## src/hdl/hmmf_ram.sv

```systemverilog
// hmmf_ram: generic single-write, single-read memory with registered read data
// no dependencies

module hmmf_ram #(
  parameter int unsigned WIDTH = 16,
  parameter int unsigned DEPTH = 16
) (
  input  logic                     clk_i,
  input  logic                     we_i,
  input  logic [$clog2(DEPTH)-1:0] waddr_i,
  input  logic [WIDTH-1:0]         wdata_i,
  input  logic [$clog2(DEPTH)-1:0] raddr_i,
  output logic [WIDTH-1:0]         rdata_o
);

  logic [WIDTH-1:0] mem_q [DEPTH];
  logic [WIDTH-1:0] rdata_q;

  always_ff @(posedge clk_i) begin
    if (we_i) begin
      mem_q[waddr_i] <= wdata_i;
    end
    rdata_q <= mem_q[raddr_i];
  end

  assign rdata_o = rdata_q;

endmodule

```

## config.mk

```make
export PLATFORM = sky130hd
export DESIGN_NAME = hmmf_ram
export DESIGN_NICKNAME = d
export VERILOG_FILES = /design/src/hdl/hmmf_ram.sv
export SDC_FILE = /design/constraint.sdc
export NUM_CORES = 1
export LEC_CHECK = 0
export BUFFER_PORTS_ARGS = -buffer_cell sky130_fd_sc_hd__buf_4
export CAP_MARGIN = 10
export CORE_ASPECT_RATIO = 0.5
export CORE_UTILIZATION = 55
export DETAILED_ROUTE_END_ITERATION = 16
export PLACE_DENSITY_LB_ADDON = 0.05
export SYNTH_ARGS = -nofsm -noshare
export SYNTH_HDL_FRONTEND = slang
export SYNTH_SLANG_ARGS = --single-unit
```

## constraint.sdc

```tcl
create_clock -name clk_i -period 2.1 [get_ports clk_i]
set_input_delay 0.105 -clock clk_i [delete_from_list [all_inputs] [get_ports clk_i]]
set_output_delay 0.105 -clock clk_i [all_outputs]
set_load 0.1 [all_outputs]
```

==> impl_table.tex <==
\begin{tabular}{lr}
\hline
Metric & Value \\
\hline
\multicolumn{2}{l}{\textbf{Status}} \\
Status & complete, but fails checks \\
Violations in the final reports & design-rule violations \\
\multicolumn{2}{l}{\textbf{Floorplanning}} \\
DIE AREA & 18800 sq um \\
Starting density of the core & 0.570 \\
DIE HEIGHT & 97.6 um \\
Std cell rows & 34 \\
Core Region & 17600 sq um \\
Chip Width & 193 um \\
Top-level I/O count & 42 \\
\multicolumn{2}{l}{\textbf{Placement}} \\
Half-perimeter wire length after placement & 11600 um \\
Worst slack, placed & 0.477 ns \\
Port bufs & 41 \\
Placer congestion estimate & 0.698 \\
\multicolumn{2}{l}{\textbf{Global routing}} \\
Initial antenna violation count & 0 \\
Pin count of the biggest net entering global routing & 37 \\
GRT Overall Usage & 0.229 \\
Global-route wire length before repair & 30300 um \\
Total gr overflow & 0 \\
Number of global-route vias before repair & 4880 \\
\multicolumn{2}{l}{\textbf{Critical path}} \\
Capture instance of the worst register-to-register path & rdata\_o[10] \\
Classification of the worst setup path & register to register \\
Crit-path slowest cell & sky130\_fd\_sc\_hd\_\_mux4\_1 \\
Peak fanout along the critical path & 1 \\
Series of cell instances along the critical path & mux4\_1, a22oi\_1, nand2\_1 \\
Signal arrival time at the worst endpoint & 1.80 ns \\
Critical Path Max Stage Delay & 0.52 ns \\
Slack of the worst reg-to-reg path & 0.69 ns \\
Category of the worst setup path launch point & register \\
Origin of the critical flop-to-flop path & mem\_q[2][10] \\
R2R depth & 3 \\
Req. time, crit path & 2.49 ns \\
Critical path capture point type & register \\
\multicolumn{2}{l}{\textbf{CTS}} \\
Clock root buffer master & sky130\_fd\_sc\_hd\_\_clkbuf\_16 \\
Count of H-tree levels built during CTS & 1 \\
\# clock sinks & 272 \\
Clock Pin Slew Worst Setup and Hold Paths & 0.07 ns \\
Number of buffers created by CTS & 23 \\
Clock insertion delay at the later pin of the skew report & 0.50 ns \\
Clock tree from TritonCTS & built \\
Maximum root-to-sink buffer count & 3 \\
\multicolumn{2}{l}{\textbf{STA}} \\
Total negative slack for setup checks & 0 ns \\
Number of max-slew violations in the final report & 0 \\
Measured slew at the worst slew-check pin & 0.425 ns \\
Fmax & 708 MHz \\
Endpoints failing setup & 0 \\
Final worst-path setup slack & 0.688 ns \\
Final period utilization & 0.672 \\
Slew Limit Headroom & 0.717 \\
Final min period & 1.41 ns \\
Number of hold violations in the final report & 0 \\
RSZ-0062 raised after global routing & no \\
Worst clock skew & 0.00728 ns \\
\multicolumn{2}{l}{\textbf{Worst hold path}} \\
Startpoint of the tightest hold check path & waddr\_i[3] \\
Endpoint, Worst Hold & mem\_q[3][0] \\
Class of the tightest hold or removal check & primary input to register \\
Hold Path Stages & 3 \\
\multicolumn{2}{l}{\textbf{Yosys}} \\
Avg Cell Area, Syn & 23.2 sq um \\
Flip-flop and latch count after synthesis & 272 \\
Portion of the post-synthesis area used by sequential elements & 0.797 \\
Synthesis warning total & 0 \\
Library cells used by synthesis & 19 \\
Synthesized Nets & 458 \\
Mapped cell area & 10000 sq um \\
Count of mapped cells out of synthesis & 432 \\
\multicolumn{2}{l}{\textbf{Layout}} \\
Commonest cells after routing, fill and taps aside & sky130\_fd\_sc\_hd\_\_edfxtp\_1 (256), sky130\_fd\_sc\_hd\_\_buf\_4 (65), sky130\_fd\_sc\_hd\_\_mux4\_2 (54) \\
Fraction of final layout cells with drive strength greater than 1 & 0.307 \\
Number of inserted diodes & 0 \\
Commonest non-fill, non-tap cell in the layout & sky130\_fd\_sc\_hd\_\_edfxtp\_1 \\
Fin nets & 548 \\
Synth-to-Final Area Change & 16.6\% \\
\multicolumn{2}{l}{\textbf{Route}} \\
Routed via count divided by cell count & 6.14 \\
Vias after detailed routing & 4743 \\
Detailed-route DRC error count & 3 \\
Detailed-route wire length & 20300 um \\
Number of detailed-route iterations in the first pass & 10 \\
Initial detailed-routing violation count & 356 \\
Antenna violation net count after detailed routing & 0 \\
Avg WL per Cell & 26.3 um \\
\multicolumn{2}{l}{\textbf{Power and ir drop}} \\
Leakage component of the power & 3.87 nW \\
Pwr/cell area & 942 nW/um\^{}2 \\
Peak VDD IR & 0.564 mV \\
\multicolumn{2}{l}{\textbf{Job}} \\
Max-cap viol count & 0 \\
\hline
\end{tabular}
==> report_power, final <==
group | switching, W | total (W) | internal [W]
registers | 0.0000342 | 0.00610 | 0.00606
logic | 0.000567 | 0.000855 | 0.000287
clock network | 0.00178 | 0.00408 | 0.00230
==> repair_timing <==
item                      in CTS  in global routing
gates resized for setup        0                  0
hold buffers                  16                  0
hold endpoints to repair     256                  0
setup buffers                  0                  0
==> state kept, by name, indices dropped and copies added, names as in the netlist <==
name / count
rdata_o: 16
mem_q: 256
==> cells in the mapped netlist <==
cell type	n	area [sq um]
sky130_fd_sc_hd__nand2_1	17	63.8
sky130_fd_sc_hd__nand3b_1	2	15.0
sky130_fd_sc_hd__clkbuf_1	8	30.0
sky130_fd_sc_hd__or3b_2	1	8.76
sky130_fd_sc_hd__mux4_2	54	1220
sky130_fd_sc_hd__nand3_1	1	5.00
sky130_fd_sc_hd__edfxtp_1	256	7690
sky130_fd_sc_hd__dfxtp_1	16	320
sky130_fd_sc_hd__nor3_1	4	20.0
sky130_fd_sc_hd__mux4_1	10	263
sky130_fd_sc_hd__a22oi_1	32	240
sky130_fd_sc_hd__buf_4	3	22.5
sky130_fd_sc_hd__nor2b_1	2	12.5
sky130_fd_sc_hd__nor2_1	13	48.8
sky130_fd_sc_hd__and2_1	1	6.26
sky130_fd_sc_hd__buf_1	3	11.3
sky130_fd_sc_hd__buf_2	3	15.0
sky130_fd_sc_hd__buf_6	4	45.0
sky130_fd_sc_hd__nand2b_1	2	12.5
==> worst max-delay path, delay by kind of cell, from the launching register on <==
kind             cells  cell delay (ns)
AO/OA/AOI/OAI        1             0.29
flip-flops           1             0.37
multiplexers         1             0.52
AND/OR/NAND/NOR      1             0.11
==> stage by stage <==
stage | power, W | hold slack, ns | cell area, sq um | std cells | utilization
after floorplan | 0.00677 | 0.204 | 10000 | 432 | -
after global placement | 0.00702 | 0.383 | 10800 | 715 | 0.615
after detailed placement | 0.00705 | 0.399 | 10800 | 715 | 0.615
after CTS | 0.0111 | 0.115 | 11700 | 772 | 0.665
after global routing | 0.0114 | 0.116 | 11700 | 772 | 0.665
final | 0.0110 | 0.131 | 11700 | 772 | 0.665
==> layout make-up <==
cell class | instances | area (sq um)
flip-flops and latches | 272 | 8010
fillers | 1184 | 5910
multi-input cells | 139 | 1940
repair buffers | 86 | 748
clock buffers | 29 | 608
well taps | 234 | 293
clock inverters | 12 | 110
==> metal layers <==
layer  global-route usage  part of all wire
met5                    0                 0
met1                0.369              0.46
met3               0.0419             0.075
met2                0.333              0.45
met4               0.0427             0.017
==> cells by family (layout without fill, tap and decap cells) <==
family / after synthesis / after routing / synth area share
flip-flops: 272 / 272 / 0.797
buffers and inverters: 21 / 127 / 0.0123
AND/OR/NAND/NOR: 43 / 43 / 0.0192
AO/OA/AOI/OAI: 32 / 32 / 0.0239
multiplexers: 64 / 64 / 0.147
==> worst max path at each step <==
stage | start | endpoint | slack (ns)
2_1_floorplan | waddr_i[2] | mem_q[8][0] | 0.24
3_3_place_gp | raddr_i[0] | rdata_o[10] | 0.49
3_5_place_dp | raddr_i[0] | rdata_o[10] | 0.48
4_1_cts | mem_q[2][10] | rdata_o[10] | 0.68
5_1_grt | mem_q[2][10] | rdata_o[10] | 0.61
6_report | mem_q[2][10] | rdata_o[10] | 0.69
Power figures use the tool's default switching activity.
