<file path="src/hdl/hmmf_pkg.sv">
// hmmf_pkg: shared types and constants of the scaled hmm forward block
// no dependencies; read first by every other file of the block but hmmf_ram

package hmmf_pkg;

  // input item op codes
  localparam int unsigned OP_W = 2;
  localparam logic [OP_W-1:0] OP_LOAD_INIT  = 2'd0;
  localparam logic [OP_W-1:0] OP_LOAD_TRANS = 2'd1;
  localparam logic [OP_W-1:0] OP_EVIDENCE   = 2'd2;

  // payload widths fixed by the item format
  localparam int unsigned IDX_W = 4;
  localparam int unsigned Q15_W = 16;
  localparam logic [Q15_W-1:0] Q15_ONE = 16'd32768;

  // running sum of unnormalized messages
  localparam int unsigned SUM_W = 20;
  localparam logic [SUM_W-1:0] SUM_MAX = 20'hFFFFF;

  // divider: (pending * 2^15 + sum / 2) / sum, quotient below 2^16
  localparam int unsigned DIVD_W    = 31;
  localparam int unsigned QUO_W     = 16;
  localparam int unsigned DIV_CNT_W = 5;

  // configuration port
  localparam int unsigned PADDR_W = 3;
  localparam int unsigned PDATA_W = 32;
  localparam int unsigned NUM_STATES_W = 5;
  localparam logic [NUM_STATES_W-1:0] NUM_STATES_RESET = 5'd16;
  localparam logic REG_NUM_STATES = 1'b0;

  typedef struct packed {
    logic              start;
    logic [DIVD_W-1:0] dividend;
    logic [SUM_W-1:0]  divisor;
  } hmmf_div_req_t;

  typedef struct packed {
    logic             done;
    logic [QUO_W-1:0] quotient;
  } hmmf_div_rsp_t;

endpackage

</file>
<file path="src/hdl/hmmf_div.sv">
// hmmf_div: restoring divider, one quotient bit per cycle, sixteen quotient bits per divide
// depends on hmmf_pkg; caller guarantees the quotient fits in sixteen bits

module hmmf_div (
  input  logic                   clk_i,
  input  logic                   rst_ni,
  input  hmmf_pkg::hmmf_div_req_t req_i,
  output hmmf_pkg::hmmf_div_rsp_t rsp_o
);
  import hmmf_pkg::*;

  logic                 busy_q;
  logic [DIV_CNT_W-1:0] cnt_q;
  logic [SUM_W-1:0]     rem_q;
  logic [SUM_W-1:0]     dsr_q;
  logic [QUO_W-1:0]     dvd_q;
  logic [QUO_W-1:0]     quo_q;
  logic [SUM_W:0]       trial;
  logic [SUM_W:0]       diff;
  logic                 ge;
  logic                 step;

  assign trial = {rem_q, dvd_q[QUO_W-1]};
  assign diff  = trial - {1'b0, dsr_q};
  assign ge    = (trial >= {1'b0, dsr_q});
  assign step  = busy_q && (cnt_q != '0);

  always_ff @(posedge clk_i or negedge rst_ni) begin
    if (!rst_ni) begin
      busy_q <= 1'b0;
      cnt_q  <= '0;
    end else if (req_i.start) begin
      busy_q <= 1'b1;
      cnt_q  <= DIV_CNT_W'(QUO_W);
    end else if (step) begin
      cnt_q <= cnt_q - 1'b1;
    end else if (busy_q) begin
      busy_q <= 1'b0;
    end
  end

  always_ff @(posedge clk_i) begin
    if (req_i.start) begin
      rem_q <= SUM_W'(req_i.dividend[DIVD_W-1:QUO_W]);
      dvd_q <= req_i.dividend[QUO_W-1:0];
      dsr_q <= req_i.divisor;
    end else if (step) begin
      rem_q <= ge ? diff[SUM_W-1:0] : trial[SUM_W-1:0];
      dvd_q <= {dvd_q[QUO_W-2:0], 1'b0};
      quo_q <= {quo_q[QUO_W-2:0], ge};
    end
  end

  assign rsp_o.done     = busy_q && (cnt_q == '0);
  assign rsp_o.quotient = quo_q;

endmodule

</file>
<file path="config.mk">
export PLATFORM = sky130hd
export DESIGN_NAME = hmmf_div
export DESIGN_NICKNAME = d
export VERILOG_FILES = /design/src/hdl/hmmf_pkg.sv /design/src/hdl/hmmf_div.sv
export SDC_FILE = /design/constraint.sdc
export NUM_CORES = 1
export LEC_CHECK = 0
export ABC_AREA = 1
export BUFFER_PORTS_ARGS = -buffer_cell sky130_fd_sc_hd__buf_4
export CAP_MARGIN = 20
export CORE_UTILIZATION = 30
export DETAILED_ROUTE_END_ITERATION = 7
export GPL_ROUTABILITY_DRIVEN = 0
export SYNTH_ARGS = -nofsm -noshare
export SYNTH_HDL_FRONTEND = slang
export SYNTH_SLANG_ARGS = --single-unit
export TNS_END_PERCENT = 30
</file>
<file path="constraint.sdc">
create_clock -name clk_i -period 6.3 [get_ports clk_i]
set_input_delay 0.945 -clock clk_i [delete_from_list [all_inputs] [get_ports clk_i]]
set_output_delay 0.945 -clock clk_i [all_outputs]
set_load 0.005 [all_outputs]
</file>
==> metrics.csv <==
stage,metric,value,unit
layout,final core utilization,37.2,%
timing,worst-case clock skew,0.0112,ns
die,width of the die,126,um
place,DP Wirelength,7.55,mm
layout,synthesis-to-finish area growth,21.6,%
route,total iterations of the first detailed-routing run,4,
timing,final worst setup slack,3.03,ns
synthesis,Avg Synthesized Cell Area,8.27,sq um
synthesis,adder-cell share of the synthesized area,6.37,%
route,sum of routed wire length over all layers,10.3,mm
synthesis,summed instance area of the synthesized netlist,0.00463,sq mm
timing,Rel. slew slack,34.0,%
die,IO Pins,71,
synthesis,multiplexer fraction of the synthesized cell area,0,%
synthesis,main combinational cell family by area after synthesis,simple AND/OR/NAND/NOR gates,
synthesis,count of unique library cells instantiated by Yosys,33,
hold_path,worst hold path class,in2async,
route,routed vias,3625,
synthesis,Syn. warnings,0,
clock_network,CTS buffer count,9,
global_route,total global routing track utilization,14.0,%
worst_setup_path,critical path data required time,6.31,ns
timing,# setup viols final,0,
synthesis,instance count of the mapped netlist,560,
synthesis,flop and latch count out of synthesis,78,
clock_network,# Post-CTS Setup Buffers,0,
timing,time the final worst path needs with I/O delays and setup,3.27,ns
run_status,result of the run,"complete, no violations",
worst_setup_path,"reg-to-reg slack, setup",3.22,ns
layout,fin nets,707,
worst_setup_path,CP Capture Type,flip-flop,
clock_network,hold bufs inserted after CTS,0,
clock_network,CTS tree,built,
route,Initial DRC Count,164,
power,PnR Total Power,2.12,mW
die,Die Outline Area,0.0159,sq mm
layout,"most common cell after layout, fill and taps aside",nand2_1,
power,switching power share of the total,37.0,%
timing,"Hold Violations, Final",0,
die,die extent in y,126,um
clock_network,clock tree root buffer cell,clkbuf_16,
timing,hold slack,0.394,ns
route,number of nets still failing antenna checks after routing,0,
layout,proportion of layout cells with a drive suffix above 1,17.3,%
die,number of rows in the core area,45,
route,Post-route DRC,0,
timing,actual transition at the worst max-transition pin,0.989,ns
job,# Max-Cap Violations,0,
synthesis,share of the synthesized area in compound gates (AO/OA/AOI/OAI),2.92,%
layout,diode count,0,
clock_network,Resized Gates After CTS,0,
worst_setup_path,Crit Path Class,in2reg,
worst_setup_path,crit path DAT,3.28,ns
synthesis,parity-gate share of the synthesized area counting xor and xnor cells,1.70,%
clock_network,largest buffer count on any clock path,2,
global_route,antenna violations before repair,0,
global_route,total gr overflow,0,
timing,"Slew Viols, Final",0,
synthesis,register area share after synthesis,48.8,%
route,routed wire length per instance,12.5,um
power,internal power component,1.34,mW
clock_network,clock-pin slew of the registers on the worst-case setup and hold paths,0.06,ns
worst_setup_path,startpoint type of the worst setup path,primary input,
synthesis,Syn Nets,637,
place,count of buffers inserted at the top-level ports,70,
clock_network,H-tree depth,3,
power,power density cells,377,mW/mm^2
global_route,first-pass GRT wire length,17.2,mm
die,Std-Cell Core Area,0.0151,sq mm
route,detail-routed via count per cell,4.40,
power,fraction of power consumed by combinational cells,40.3,%
timing,part of the cycle the worst path needs,51.9,%
synthesis,Post-Synth Simple-Gate Area,31.3,%
power,clock group share of total power,25.6,%
worst_setup_path,crit-path max FO,55,
timing,Achievable Freq,0.306,GHz
timing,setup repair after global routing missed its margin,false,
global_route,via count of the first global-routing pass,3554,
global_route,maximum number of pins on one net before global-route repair,56,
place,setup slack after placement,2.49,ns
power,peak ir drop on the vdd network,0.162,mV
power,part of the power in registers,34.1,%
clock_network,insertion delay of the later-clocked pin in the worst-skew pair,0.35,ns
layout,most frequent cells in the layout,"216 x nand2_1, 82 x inv_1, 72 x buf_4, 67 x edfxtp_1, 35 x nand3_1",
die,starting density of the core,30.6,%
power,leakage,2.75,nW
clock_network,number of clock sinks,78,
timing,sum of negative setup slack,0,ns
power,switching pwr,786,uW
cell type report:
type / count / area (sq um)
Fill cell: 1583 / 9510
Multi-Input combinational cell: 383 / 1960
Tap cell: 188 / 235
Clock buffer: 12 / 258
Sequential cell: 78 / 2260
Timing Repair Buffer: 72 / 541
Clock inverter: 4 / 53.8
Inverter: 86 / 323
state kept, by name, summed over array words and instances (netlist names):
register / cells
cnt_q: 5
rem_q: 20
dsr_q: 20
dvd_q: 16
busy_q: 1
quo_q: 16
power by group through the flow:
stage / registers, mW / logic (mW) / clock network, mW
after global routing: 0.737 / 0.987 / 0.579
after detailed placement: 0.734 / 0.862 / 0
after CTS: 0.724 / 0.867 / 0.562
after floorplan: 0.724 / 0.676 / 0
after global placement: 0.732 / 0.854 / 0
final: 0.724 / 0.856 / 0.545
layer usage:
metal	wire, um	vias up	track usage [%]
li1	-	1927	-
met1	4810	1608	17.1
met2	4840	79	23.4
met3	423	11	4.25
met4	207	0	4.96
met5	0	-	0
worst paths after layout:
path	to	from	depth (start not counted)
min in group clk_i	quo_q[13]$_DFFE_PP_	quo_q[12]$_DFFE_PP_	0
setup / recovery	dvd_q[12]$_DFFE_PP_	req_i[51]	5
hold reg to reg	quo_q[13]$_DFFE_PP_	quo_q[12]$_DFFE_PP_	0
hold / removal	cnt_q[3]$_DFFE_PN0P_	rst_ni	1
max in group asynchronous	busy_q$_DFFE_PN0N_	rst_ni	1
setup reg to reg	dvd_q[12]$_DFFE_PP_	cnt_q[0]$_DFFE_PN0P_	8
synthesized netlist by cell type:
library cell | count | area (sq um)
a21oi_1 | 14 | 70.1
a21oi_2 | 1 | 8.76
and2_4 | 1 | 8.76
buf_2 | 2 | 10.0
buf_4 | 2 | 15.0
buf_6 | 4 | 45.0
clkbuf_1 | 5 | 18.8
clkinv_1 | 3 | 11.3
dfrtp_1 | 6 | 150
dfxtp_1 | 5 | 100
edfxtp_1 | 67 | 2010
fa_1 | 1 | 20.0
ha_1 | 22 | 275
inv_1 | 82 | 308
inv_2 | 1 | 3.75
nand2_1 | 216 | 811
nand2_2 | 9 | 56.3
nand2_4 | 1 | 11.3
nand3_1 | 35 | 175
nand3_2 | 5 | 50.1
nand3b_1 | 21 | 158
nand4_1 | 3 | 18.8
nor2_1 | 24 | 90.1
nor2_2 | 4 | 25.0
nor2_4 | 1 | 11.3
nor3_1 | 5 | 25.0
nor3_2 | 1 | 10.0
o21a_1 | 1 | 7.51
o21ai_0 | 7 | 35.0
o21bai_1 | 1 | 7.51
o22ai_1 | 1 | 6.26
xnor2_1 | 8 | 70.1
xor2_1 | 1 | 8.76
through the flow:
step | cell area, sq um | instances
2_1_floorplan | 4630 | 560
3_3_place_gp | 5320 | 807
3_5_place_dp | 5320 | 807
4_1_cts | 5630 | 823
5_1_grt | 5630 | 823
6_report | 5630 | 823
critical path: stages:
cell and delay [ns]:
buf_4 0.29, nor2_2 0.85, nor2_1 0.32, inv_1 0.45, buf_4 0.40
cell families (layout without fill, tap and decap cells):
family | Yosys count | after routing
compound gates | 25 | 25
xor+xnor | 9 | 9
fa+ha+maj | 23 | 23
buf+inv | 99 | 174
flops | 78 | 78
simple gates | 326 | 326
Note: power is estimated with default switching activity, not from simulation.
